<file path="config.mk">
export PLATFORM = sky130hd
export DESIGN_NAME = awls_ctrl
export DESIGN_NICKNAME = d
export VERILOG_FILES = /design/src/design/area_weighted_light_select_macros.svh /design/src/design/awls_pkg.sv /design/src/design/awls_ctrl.sv
export SDC_FILE = /design/constraint.sdc
export NUM_CORES = 1
export LEC_CHECK = 0
export BUFFER_PORTS_ARGS = -buffer_cell sky130_fd_sc_hd__buf_2
export CORE_AREA = 2 2 39 41
export CTS_BUF_LIST = sky130_fd_sc_hd__clkbuf_4 sky130_fd_sc_hd__clkbuf_8
export CTS_CLUSTER_SIZE = 14
export DETAILED_ROUTE_END_ITERATION = 7
export DIE_AREA = 0 0 41 43
export HOLD_SLACK_MARGIN = 0.05
export PLACE_DENSITY_LB_ADDON = 0.12
export SYNTH_ARGS = -nofsm -noshare
export SYNTH_HDL_FRONTEND = slang
export SYNTH_SLANG_ARGS = --single-unit
</file>
<file path="constraint.sdc">
create_clock -name i_clk -period 3.58 [get_ports i_clk]
set_input_delay 0.358 -clock i_clk [delete_from_list [all_inputs] [get_ports i_clk]]
set_output_delay 0.358 -clock i_clk [all_outputs]
set_load 0.01 [all_outputs]
</file>
<file path="src/design/area_weighted_light_select_macros.svh">
// ----------------------------------------------------------------------------
// Area-weighted light select: assertion macros
// Concurrent check wrappers clocked on i_clk and held off while i_rst_n is low.
// ----------------------------------------------------------------------------
`ifndef AREA_WEIGHTED_LIGHT_SELECT_MACROS_SVH
`define AREA_WEIGHTED_LIGHT_SELECT_MACROS_SVH

`ifndef ASSERT_OFF
`define AWLS_ASSERT(lbl, ante, cons, msg) \
    lbl: assert property (@(posedge i_clk) disable iff (!i_rst_n) (ante) |-> (cons)) \
        else $error(msg);
`define AWLS_ASSERT_NXT(lbl, ante, cons, msg) \
    lbl: assert property (@(posedge i_clk) disable iff (!i_rst_n) (ante) |=> (cons)) \
        else $error(msg);
`else
`define AWLS_ASSERT(lbl, ante, cons, msg)
`define AWLS_ASSERT_NXT(lbl, ante, cons, msg)
`endif

`endif

</file>
<file path="src/design/awls_pkg.sv">
`timescale 1ns / 1ps
// ----------------------------------------------------------------------------
// Area-weighted light select: shared package
// Field widths, result kinds and the command and status bundles between the
// controller and the datapath.
// ----------------------------------------------------------------------------
package awls_pkg;

    localparam int MAX_LIGHTS_DEF = 256;

    localparam int FUNC_W   = 1;
    localparam int IDX_W    = 8;
    localparam int AREA_W   = 32;
    localparam int FRAC_W   = 16;
    localparam int TOTAL_W  = 40;
    localparam int LOCAL_W  = 17;
    localparam int COUNT_W  = 9;
    localparam int TARGET_W = FRAC_W + TOTAL_W;

    localparam logic [TOTAL_W-1:0] TOTAL_MAX = {TOTAL_W{1'b1}};
    localparam logic [LOCAL_W-1:0] ONE_Q16   = LOCAL_W'(1) << FRAC_W;

    localparam logic [FUNC_W-1:0] FUNC_WRITE  = 1'b0;
    localparam logic [FUNC_W-1:0] FUNC_SELECT = 1'b1;

    typedef logic [1:0] t_out_kind;
    localparam t_out_kind OUT_NONE = 2'd0;
    localparam t_out_kind OUT_HIT  = 2'd1;
    localparam t_out_kind OUT_LAST = 2'd2;

    typedef struct packed {
        logic      cfg_we;
        logic      capture;
        logic      clr;
        logic      mem_we;
        logic      walk_init;
        logic      walk_run;
        logic      walk_query;
        logic      tgt_load;
        logic      sum_store;
        logic      div_init;
        logic      div_step;
        logic      out_load;
        t_out_kind out_kind;
    } t_cmd;

    typedef struct packed {
        logic clr_done;
        logic walk_done;
        logic hit;
        logic total_zero;
        logic div_done;
    } t_status;

endpackage

</file>
<file path="src/design/awls_ctrl.sv">
`timescale 1ns / 1ps
// ----------------------------------------------------------------------------
// Area-weighted light select: controller
// Sequences memory clear, entry writes, total recompute and selection queries,
// and owns the channel handshakes.
// ----------------------------------------------------------------------------
module awls_ctrl (
    input  logic                        i_clk,
    input  logic                        i_rst_n,
    input  logic                        i_valid,
    output logic                        o_stall,
    input  logic [awls_pkg::FUNC_W-1:0] i_func,
    output logic                        o_valid,
    input  logic                        i_stall,
    input  logic                        i_cfg_valid,
    output logic                        o_cfg_ready,
    output awls_pkg::t_cmd              o_cmd,
    input  awls_pkg::t_status           i_status
);

    localparam logic [2:0] S_CLEAR = 3'd0;
    localparam logic [2:0] S_IDLE  = 3'd1;
    localparam logic [2:0] S_WRMEM = 3'd2;
    localparam logic [2:0] S_SUM   = 3'd3;
    localparam logic [2:0] S_QLOAD = 3'd4;
    localparam logic [2:0] S_QWALK = 3'd5;
    localparam logic [2:0] S_QDIV  = 3'd6;
    localparam logic [2:0] S_FIN   = 3'd7;

    logic [2:0]          r_state;
    logic [2:0]          n_state;
    awls_pkg::t_out_kind r_kind;
    awls_pkg::t_out_kind n_kind;
    logic                r_out_vld;
    awls_pkg::t_cmd      cmd;

    always_comb begin
        n_state = r_state;
        n_kind  = r_kind;
        cmd     = '0;
        unique case (r_state)
            S_CLEAR: begin
                cmd.clr    = 1'b1;
                cmd.cfg_we = i_cfg_valid;
                if (i_status.clr_done) begin
                    n_state = S_IDLE;
                end
            end
            S_IDLE: begin
                cmd.cfg_we = i_cfg_valid;
                if (i_cfg_valid) begin
                    cmd.walk_init = 1'b1;
                    n_state       = S_SUM;
                end else if (i_valid) begin
                    cmd.capture = 1'b1;
                    n_state     = (i_func == awls_pkg::FUNC_WRITE) ? S_WRMEM : S_QLOAD;
                end
            end
            S_WRMEM: begin
                cmd.mem_we    = 1'b1;
                cmd.walk_init = 1'b1;
                n_state       = S_SUM;
            end
            S_SUM: begin
                cmd.walk_run = 1'b1;
                if (i_status.walk_done) begin
                    cmd.sum_store = 1'b1;
                    n_state       = S_IDLE;
                end
            end
            S_QLOAD: begin
                cmd.tgt_load  = 1'b1;
                cmd.walk_init = 1'b1;
                if (i_status.total_zero) begin
                    n_kind  = awls_pkg::OUT_NONE;
                    n_state = S_FIN;
                end else begin
                    n_state = S_QWALK;
                end
            end
            S_QWALK: begin
                cmd.walk_run   = 1'b1;
                cmd.walk_query = 1'b1;
                if (i_status.walk_done) begin
                    if (i_status.hit) begin
                        cmd.div_init = 1'b1;
                        n_state      = S_QDIV;
                    end else begin
                        n_kind  = awls_pkg::OUT_LAST;
                        n_state = S_FIN;
                    end
                end
            end
            S_QDIV: begin
                if (i_status.div_done) begin
                    n_kind  = awls_pkg::OUT_HIT;
                    n_state = S_FIN;
                end else begin
                    cmd.div_step = 1'b1;
                end
            end
            S_FIN: begin
                if (!r_out_vld || !i_stall) begin
                    cmd.out_load = 1'b1;
                    cmd.out_kind = r_kind;
                    n_state      = S_IDLE;
                end
            end
            default: begin
                n_state = S_IDLE;
            end
        endcase
    end

    always_ff @(posedge i_clk) begin
        if (!i_rst_n) begin
            r_state   <= S_CLEAR;
            r_kind    <= awls_pkg::OUT_NONE;
            r_out_vld <= 1'b0;
        end else begin
            r_state <= n_state;
            r_kind  <= n_kind;
            if (cmd.out_load) begin
                r_out_vld <= 1'b1;
            end else if (!i_stall) begin
                r_out_vld <= 1'b0;
            end
        end
    end

    assign o_cmd       = cmd;
    assign o_valid     = r_out_vld;
    assign o_stall     = (r_state != S_IDLE) || i_cfg_valid;
    assign o_cfg_ready = (r_state == S_IDLE) || (r_state == S_CLEAR);

endmodule

</file>
==> flow_metrics.tcl, run 1 <==
set metrics [dict create \
    timing.clock.skew_ns 0.003553 \
    critical_path.slowest_cell "sky130_fd_sc_hd__dfxtp_1" \
    yosys.area.top_type "sky130_fd_sc_hd__dfxtp_1" \
    drv_slew 0 \
    number_of_enable_flip_flop_cells_after_synthesis 0 \
    port_buffers 27 \
    antennaDiodeCount 0 \
    placed_cells 109 \
    worst_ep_required_time_ns 3.22 \
    postSynth.topFlopCell "sky130_fd_sc_hd__dfxtp_1" \
    cts_hold_repair.buffers 0 \
    worst_max_slew_pin_slew_ns 0.6443 \
    ys_seq_area_share_pct 19.96 \
    critPathKind "reg2out" \
    post_synth_inst_count 73 \
    yosysWarnings 0 \
    worst_path_largest_cell_delay_ns 0.73 \
    insertion_delay_ns 0.24 \
    cts_post_setup_buffers_inserted 0 \
    async_flop_share_pct 0 \
    worst-endpoint-arrival_ns 1.64 \
    dr.pass1.iters 4 \
    clkSinkCount 6 \
    vias_per_cell 5.232 \
    synth_top_cells_by_area "sky130_fd_sc_hd__dfxtp_1 20%, sky130_fd_sc_hd__buf_6 7.5%, sky130_fd_sc_hd__o311ai_4 4.4%" \
    overall_die_area_um2 1763 \
    r2r_slack_ns 1.99 \
    crit_family "flip-flops" \
    cts.htree.levels 1 \
    power.total_uw 270.2 \
    run_status "complete, no violations" \
    final-instance-count-excl-fill 112 \
    power_density_nw_per_um2 383.0 \
    worst_setup_sp "r_state[2]" \
    fp.dieW_um 41 \
    leak_nw 0.3326 \
    detail_route.wl_per_cell_um 11.68 \
    core_region_area_um2 1384 \
    period_needed_ns 1.995 \
    r2r-start "r_state[0]" \
    crit_fanout 19 \
    global_route.usage.total_pct 17.37 \
    final_hold_viol_count 0 \
    num_rows 14 \
    drt.antenna.violating_nets 0 \
    max_clock_freq_ghz 0.5013 \
    nets_final 109 \
    wire_length_of_the_first_global_routing_pass_um 2173 \
    syn-mean-instance-area_um2 8.244 \
    fin_tns_setup_ns 0 \
    cp_cell_sequence "nand3_1, a21oi_2, and2_1, buf_2" \
    initialDrtViolationCount 9 \
    drive_gt1_share_pct 39.58 \
    antenna_found_initial 0 \
    timing.reg2reg.worst_path_depth 4 \
    worst-path-stages 4 \
    max_cap_viol_count 0 \
    first_global_vias 525 \
    syn_area_um2 601.8 \
    pin_count 28 \
    ys_ff_latch 6 \
    yosysUniqueCellTypes 39 \
    cts.reportedPaths.clkPinSlew_ns 0.05 \
    cts.path.max_buffers 2 \
    critical_path.endpoint "o_cmd[0]" \
    rsz0062_at_grt "false" \
    residual_overflow_from_global_routing 0 \
    cp_num_buf_inv 1 \
    grt_start_max_net_pins 20 \
    peakVddDrop_uv 182.4 \
    critPathLaunchType "register" \
    routed_wirelength_um 1308 \
    class_of_the_worst_hold_path "in2reg" \
    finalCritPeriodShare_pct 55.72 \
    ctsRootBufferMaster "sky130_fd_sc_hd__clkbuf_4" \
    floorplan.initialDensity_pct 43.49 \
    cts_buffers 3 \
    drt_drc_violations_left 0 \
    syn2layout_area_growth_pct 17.26 \
    max-slew-margin-rel_pct 56.99 \
    fin_util_pct 50.99 \
    gp_congestion 0.7573 \
    netlist.area_leader.share_pct 19.96 \
    count_of_endpoints_failing_setup_in_the_final_report 0 \
    clock_tree_from_tritoncts "done" \
    die_h_um 43 \
    post_cts.resized_instances 0 \
    worst_reg2reg_endpoint "r_kind[1]" \
    cp_capture_type "output pin" \
    vias 586 \
    synth.net_count 84 \
    dpl_wire_length_um 994.3 \
]
[final cells by class]
cell class                      instances  area, um2
Tap cell                               16      20.02
Fill cell                             147      678.2
Timing Repair Buffer                   27      135.1
Clock buffer                            3      22.52
Inverter                                3      11.26
Sequential cell                         6      120.1
Multi-Input combinational cell         57      396.6
[worst min-delay path by stage]
| stage | from | end | slack (ns) | depth (start not counted) |
|---|---|---|---|---|
| floorplan | r_kind[0] | r_kind[0] | 0.45 | 2 |
| global placement | r_kind[0] | r_kind[0] | 0.47 | 2 |
| detailed placement | r_kind[0] | r_kind[0] | 0.48 | 2 |
| CTS | i_stall | o_valid | 0.40 | 3 |
| global route | i_stall | o_valid | 0.41 | 3 |
| finish | i_stall | o_valid | 0.41 | 3 |
[state kept, by name (all words and copies together) (netlist names)]
| register | flops |
|---|---|
| o_valid | 1 |
| r_state | 3 |
| r_kind | 2 |
[cell usage after synthesis, drive strengths merged, types with 2 or more instances]
master  count
o211ai      2
inv         3
nor2b       3
dfxtp       6
and3b       2
a21oi       3
a21boi      3
mux2i       2
nand2       6
nor3b       2
clkbuf      2
nand3       3
and2        3
buf         5
nand2b      4
nor2        6
o21ai       4
nor3        3
[layer usage]
metal / vias up / part of all wire [%] / GRT usage, %
met4: 0 / 0 / 6.000
met3: 0 / 6.0 / 3.665
met1: 259 / 47 / 24.44
met2: 21 / 47 / 25.31
li1: 306 / - / -
met5: - / 0 / 0
[report_power, final]
group / total [mW] / switching (mW) / internal, mW
registers: 0.100 / 0.0274 / 0.0731
clock network: 0.0626 / 0.0247 / 0.0379
logic: 0.107 / 0.0520 / 0.0552
[metrics by stage]
step	hold slack [ns]	instance area (um2)	worst slack, ns
global placement	0.4687	683.2	1.850
detailed placement	0.4826	683.2	1.839
CTS	0.4012	705.7	1.568
floorplan	0.4529	601.8	2.050
finish	0.4109	705.7	1.585
global route	0.4122	705.7	1.429
[worst register-to-register path, delay by kind of cell (launching register included)]
| kind | cells | cell delay, ns |
|---|---|---|
| simple gates | 2 | 0.34 |
| compound gates | 2 | 0.44 |
| flops | 1 | 0.70 |
[cell usage in the layout (no fill, tap or decap), types with 2 or more instances in the layout]
| master | count |
|---|---|
| sky130_fd_sc_hd__mux2i_1 | 2 |
| sky130_fd_sc_hd__nor2_1 | 6 |
| sky130_fd_sc_hd__nor3_2 | 2 |
| sky130_fd_sc_hd__nand2b_1 | 4 |
| sky130_fd_sc_hd__a21oi_1 | 2 |
| sky130_fd_sc_hd__nor3b_1 | 2 |
| sky130_fd_sc_hd__nor2b_1 | 2 |
| sky130_fd_sc_hd__nand2_1 | 6 |
| sky130_fd_sc_hd__buf_2 | 27 |
| sky130_fd_sc_hd__nand3_1 | 3 |
| sky130_fd_sc_hd__dfxtp_1 | 6 |
| sky130_fd_sc_hd__a21boi_1 | 2 |
| sky130_fd_sc_hd__inv_1 | 2 |
| sky130_fd_sc_hd__o21ai_1 | 3 |
| sky130_fd_sc_hd__clkbuf_4 | 3 |
| sky130_fd_sc_hd__and2_1 | 3 |
[logic make-up (layout without fill, tap and decap cells)]
group / after synthesis / count (layout) / synth area share, %
AOI/OAI and AO/OA: 19 / 19 / 26.20
and+or+nand+nor: 36 / 36 / 36.38
DFF: 6 / 6 / 19.96
buffers and inverters: 10 / 33 / 14.14
muxes: 2 / 2 / 3.327
(Power assumes the default switching activity.)
==> run 2: changes to the inputs <==
==> constraint.sdc (replaced) <==
create_clock -name i_clk -period 2.1 [get_ports i_clk]
set_input_delay 0.21 -clock i_clk [delete_from_list [all_inputs] [get_ports i_clk]]
set_output_delay 0.21 -clock i_clk [all_outputs]
set_load 0.01 [all_outputs]
==> run 2 against run 1 <==
  * Sequential share of layout area did not move
  * Sequential cell count did not move
  * Global-route usage fell by 0.70 points
  * Clock power rose by 71%
  * Register-to-register slack got worse by 1.5 ns
  * Clock skew fell by 0.0031 ns
  * Worst hold slack got worse by 0.13 ns
  * First-iteration DRC count rose by 11%
  * Wire length rose by 1.5%
  * Critical path type unchanged
  * Critical endpoint unchanged
  * Largest cell class unchanged
  * Highest routed layer is now met4
==> flow_metrics.tcl, run 2 (same netlist as run 1, synthesis figures left out) <==
set metrics [dict create \
    first_global_vias 488 \
    cts_hold_repair.buffers 0 \
    detail_route.wl_per_cell_um 11.85 \
    overall_die_area_um2 1763 \
    run_status "complete, no violations" \
    wire_length_of_the_first_global_routing_pass_um 2014 \
    critPathLaunchType "register" \
    cp_capture_type "output pin" \
    rsz0062_at_grt "false" \
    final-instance-count-excl-fill 112 \
    core_region_area_um2 1384 \
    insertion_delay_ns 0.24 \
    worst-endpoint-arrival_ns 1.63 \
    critPathKind "reg2out" \
    crit_family "flip-flops" \
    finalCritPeriodShare_pct 87.65 \
    grt_start_max_net_pins 20 \
    drive_gt1_share_pct 39.58 \
    swShare_pct 38.69 \
    antenna_found_initial 0 \
    clock_tree_from_tritoncts "done" \
    max_cap_viol_count 0 \
    drt_drc_violations_left 0 \
    max_clock_freq_ghz 0.5433 \
    floorplan.initialDensity_pct 43.49 \
    fp.dieW_um 41 \
    antennaDiodeCount 0 \
    clkSinkCount 6 \
    global_route.usage.total_pct 16.67 \
    leak_nw 0.3326 \
    timing.clock.skew_ns 0.0004931 \
    max_reg_flops 3 \
    vias_per_cell 5.357 \
    stdcell_area_um2 705.7 \
    num_rows 14 \
    count_of_endpoints_failing_setup_in_the_final_report 0 \
    cts_buffers 3 \
    cp_cell_sequence "nand3_1, a21oi_2, and2_1, buf_2" \
    power.share.sequential_pct 37.1 \
    layout_commonest_cell "sky130_fd_sc_hd__buf_2" \
    worst_max_slew_pin_slew_ns 0.6375 \
    power_frac_comb_pct 39.6 \
    class_of_the_worst_hold_path "in2reg" \
    setup_slack_ns 0.2594 \
    post_cts.resized_instances 0 \
    reg_with_most_ffs "r_state" \
    cts.path.max_buffers 2 \
    cp_num_buf_inv 1 \
    vias 600 \
    dpl_wire_length_um 980.7 \
    die_h_um 43 \
    cts.reportedPaths.clkPinSlew_ns 0.05 \
    port_buffers 27 \
    worst_ep_required_time_ns 1.89 \
    dr.pass1.iters 4 \
    pin_count 28 \
    drv_slew 0 \
    share_clk_of_total_power_pct 23.2 \
    crit_fanout 19 \
    cts.htree.levels 1 \
    postPlaceCellArea_um2 683.2 \
    cts_post_setup_buffers_inserted 0 \
    r2r_slack_ns 0.47 \
    residual_overflow_from_global_routing 0 \
    max-slew-margin-rel_pct 57.44 \
    placed_cells 109 \
    fin_tns_setup_ns 0 \
    drt.antenna.violating_nets 0 \
    nets_final 109 \
    syn2layout_area_growth_pct 17.26 \
    power.net_switching_uw 178.8 \
    place_worst_setup_slack_ns 0.5094 \
    gp_congestion 0.6996 \
    worst_path_largest_cell_delay_ns 0.72 \
    ctsRootBufferMaster "sky130_fd_sc_hd__clkbuf_4" \
    initialDrtViolationCount 10 \
    final_hold_viol_count 0 \
    peakVddDrop_uv 250.7 \
    mostFrequentLayoutCells "27 x sky130_fd_sc_hd__buf_2, 6 x sky130_fd_sc_hd__nor2_1, 6 x sky130_fd_sc_hd__nand2_1, 6 x sky130_fd_sc_hd__dfxtp_1, 4 x sky130_fd_sc_hd__nand2b_1" \
    power_density_nw_per_um2 655.0 \
    period_needed_ns 1.841 \
    internal-power_uw 283.4 \
    critical_path.slowest_cell "sky130_fd_sc_hd__dfxtp_1" \
    routed_wirelength_um 1327 \
]
## run 2: cell counts in the layout (fill, tap and decap cells not counted)
Identical to the previous run, type by type.
## run 2: routing by layer
metal	vias up	share of wire, %	global-route usage (%)
met5	-	0	0
met4	0	0.60	6.000
li1	304	-	-
met2	17	49	25.62
met3	2	5.4	5.236
met1	277	45	20.90
## run 2: per-stage QoR
step                      hold WS [ns]  power, mW  utilization (%)
final                           0.2778     0.4622            50.99
after global routing            0.2747     0.4942            50.99
after CTS                       0.2712     0.4679            50.99
after detailed placement        0.4740     0.3569            49.37
after global placement          0.4721     0.3576            49.37
after floorplan                 0.3519     0.3282                -
## run 2: layout make-up
class | instances | area, um2
fillers | 142 | 678.2
multi-input cells | 57 | 396.6
repair buffers | 27 | 135.1
flip-flops and latches | 6 | 120.1
clock buffers | 3 | 22.52
well taps | 16 | 20.02
inverters | 3 | 11.26
## run 2: power groups by stage
stage	Sequential [mW]	Clock, mW	Combinational [mW]
after detailed placement	0.173	0	0.184
after global routing	0.175	0.118	0.202
after floorplan	0.131	0	0.198
after global placement	0.173	0	0.185
final	0.172	0.107	0.183
after CTS	0.171	0.112	0.186
## run 2: worst register-to-register path: cells and delay by family, from the launching register on
| family | cells | cell delay, ns |
|---|---|---|
| AND/OR/NAND/NOR | 2 | 0.35 |
| flip-flops | 1 | 0.72 |
| AO/OA/AOI/OAI | 2 | 0.45 |
## run 2: worst paths after layout
| kind | start | endpoint | cells after the start |
|---|---|---|---|
| max reg2reg | r_state[0] | r_kind[1] | 4 |
| min | i_stall | o_valid | 3 |
| min reg2reg | r_kind[0] | r_kind[0] | 2 |
| max | r_state[2] | o_cmd[0] | 4 |
==> run 3: changes to the inputs <==
--- a/config.mk
+++ b/config.mk
@@ -6,11 +6,13 @@
 export NUM_CORES = 1
 export LEC_CHECK = 0
 export BUFFER_PORTS_ARGS = -buffer_cell sky130_fd_sc_hd__buf_2
-export CORE_AREA = 2 2 39 41
+export CELL_PAD_IN_SITES_DETAIL_PLACEMENT = 1
+export CELL_PAD_IN_SITES_GLOBAL_PLACEMENT = 1
+export CORE_MARGIN = 2
+export CORE_UTILIZATION = 30
 export CTS_BUF_LIST = sky130_fd_sc_hd__clkbuf_4 sky130_fd_sc_hd__clkbuf_8
 export CTS_CLUSTER_SIZE = 14
 export DETAILED_ROUTE_END_ITERATION = 7
-export DIE_AREA = 0 0 41 43
 export HOLD_SLACK_MARGIN = 0.05
 export PLACE_DENSITY_LB_ADDON = 0.12
 export SYNTH_ARGS = -nofsm -noshare
==> constraint.sdc (replaced) <==
create_clock -name i_clk -period 1.52 [get_ports i_clk]
set_input_delay 0.152 -clock i_clk [delete_from_list [all_inputs] [get_ports i_clk]]
set_output_delay 0.152 -clock i_clk [all_outputs]
set_load 0.01 [all_outputs]
==> run 3 against run 2 <==
  * Final cell count is 15% higher
  * Sequential share of layout area is 0.91 points lower
  * Total power is 53% higher
  * Critical path depth unchanged
  * Die area rose by 35%
  * Worst setup slack got worse by 0.18 ns
  * Wire length is 20% higher
  * Largest cell class unchanged
==> flow_metrics.tcl, run 3 (same netlist as run 1, synthesis figures left out) <==
set metrics [dict create \
    cp_capture_type "output pin" \
    count_of_endpoints_failing_setup_in_the_final_report 0 \
    port_buffers 27 \
    placed_cells 126 \
    clkSinkCount 6 \
    residual_overflow_from_global_routing 0 \
    cts_hold_repair.buffers 0 \
    power_frac_comb_pct 49.8 \
    cts.reportedPaths.clkPinSlew_ns 0.05 \
    cp_cell_sequence "buf_12, and3b_2, and3_1, buf_2" \
    final-instance-count-excl-fill 129 \
    max_reg_flops 3 \
    vias_per_cell 4.767 \
    internal-power_uw 439.6 \
    leak_nw 0.3674 \
    initialDrtViolationCount 8 \
    worst-endpoint-arrival_ns 1.29 \
    max_cap_viol_count 0 \
    class_of_the_worst_hold_path "in2reg" \
    mostFrequentLayoutCells "27 x sky130_fd_sc_hd__buf_2, 6 x sky130_fd_sc_hd__nand2_1, 5 x sky130_fd_sc_hd__nor2_1, 5 x sky130_fd_sc_hd__buf_4" \
    worst_max_slew_pin_slew_ns 0.2606 \
    crit_fanout 18 \
    insertion_delay_ns 0.24 \
    power_density_nw_per_um2 894.9 \
    fin_tns_setup_ns 0 \
    layout_commonest_cell "sky130_fd_sc_hd__buf_2" \
    drt_drc_violations_left 0 \
    critPathKind "reg2out" \
    detail_route.wl_per_cell_um 12.39 \
    pin_count 28 \
    cp_num_buf_inv 2 \
    vias 615 \
    cts_buffers 3 \
    nets_final 115 \
    overall_die_area_um2 2380 \
    drt.antenna.violating_nets 0 \
    cts.htree.levels 1 \
    num_rows 16 \
    swShare_pct 37.98 \
    peakVddDrop_uv 332.7 \
    run_status "complete, no violations" \
    routed_wirelength_um 1598 \
    wire_length_of_the_first_global_routing_pass_um 2773 \
    cts.path.max_buffers 2 \
    worst_ep_required_time_ns 1.37 \
    share_clk_of_total_power_pct 21.0 \
    stdcell_area_um2 792.0 \
    critPathLaunchType "register" \
    global_route.usage.total_pct 14.55 \
    timing.clock.skew_ns 0.001791 \
    max_clock_freq_ghz 0.6931 \
    crit_family "simple AND/OR/NAND/NOR gates" \
    first_global_vias 616 \
    antenna_found_initial 0 \
    power.share.sequential_pct 29.2 \
    antennaDiodeCount 0 \
    worst_path_largest_cell_delay_ns 0.35 \
    fp.dieW_um 48.79 \
    floorplan.initialDensity_pct 31.32 \
    dpl_wire_length_um 1256 \
    grt_start_max_net_pins 19 \
    finalCritPeriodShare_pct 94.93 \
    core_region_area_um2 1922 \
    rsz0062_at_grt "false" \
    drv_slew 0 \
    critical_path.slowest_cell "sky130_fd_sc_hd__dfxtp_1" \
    postPlaceCellArea_um2 754.5 \
    dr.pass1.iters 3 \
    die_h_um 48.79 \
    cts_post_setup_buffers_inserted 0 \
    r2r_slack_ns 0.23 \
    reg_with_most_ffs "r_state" \
    clock_tree_from_tritoncts "done" \
    drive_gt1_share_pct 47.06 \
    gp_congestion 0.7167 \
    final_hold_viol_count 0 \
    ctsRootBufferMaster "sky130_fd_sc_hd__clkbuf_4" \
    period_needed_ns 1.443 \
    power.net_switching_uw 269.2 \
    max-slew-margin-rel_pct 82.58 \
    syn2layout_area_growth_pct 31.60 \
]
run 3: changes by cell type in the layout (fill, tap and decap cells not counted), sizes merged:
| cell | previous run | this run |
|---|---|---|
| buf | 27 | 33 |
run 3: worst register-to-register path: stages (launching register included):
cell                       delay, ns
sky130_fd_sc_hd__dfxtp_1        0.35
sky130_fd_sc_hd__buf_12         0.15
sky130_fd_sc_hd__nor3_2         0.07
sky130_fd_sc_hd__o311ai_4       0.29
sky130_fd_sc_hd__nand3_1        0.13
sky130_fd_sc_hd__and4b_1        0.19
run 3: layout make-up:
type | count | area [um2]
Fill cell | 260 | 1130
Multi-Input combinational cell | 57 | 404.1
Timing Repair Buffer | 33 | 192.7
Sequential cell | 6 | 127.6
Tap cell | 27 | 33.78
Clock buffer | 3 | 22.52
Inverter | 3 | 11.26
run 3: worst paths after layout:
kind,start,to,depth (start not counted)
max,r_state[1],o_cmd[4],4
min,i_stall,o_valid,3
max reg2reg,r_state[1],r_state[0],5
min reg2reg,r_kind[0],r_kind[0],2
run 3: per-stage QoR:
stage / utilization (%) / setup slack (ns) / total power, mW / hold WS, ns
6_report: 41.21 / 0.07711 / 0.7088 / 0.2049
5_1_grt: 41.21 / 0.006004 / 0.7630 / 0.2115
4_1_cts: 40.56 / 0.05044 / 0.7120 / 0.1991
3_5_place_dp: 39.26 / 0.09363 / 0.5574 / 0.4545
3_3_place_gp: 39.26 / 0.1446 / 0.5532 / 0.4494
2_1_floorplan: - / 0.1958 / 0.4535 / 0.2939
run 3: power by group through the flow:
stage | Clock [mW] | Sequential (mW) | Combinational, mW
2_1_floorplan | 0 | 0.180 | 0.273
3_3_place_gp | 0 | 0.204 | 0.350
3_5_place_dp | 0 | 0.207 | 0.350
4_1_cts | 0.154 | 0.206 | 0.353
5_1_grt | 0.166 | 0.211 | 0.386
6_report | 0.149 | 0.207 | 0.353
run 3: metal layers:
layer | wire length (um) | up-vias | global-route usage (%)
met2 | 695 | 21 | 23.74
met3 | 104 | 2 | 3.067
li1 | - | 314 | -
met1 | 791 | 278 | 19.25
met5 | 0 | - | 0
met4 | 6 | 0 | 4.286
run 3: timing repair:
| item | in CTS | in global routing |
|---|---|---|
| endpoints found under the setup margin | 11 | 5 |
| pin swaps | 0 | 0 |
| endpoints found under the hold margin | 0 | 0 |
| gates resized for setup | 2 | 4 |
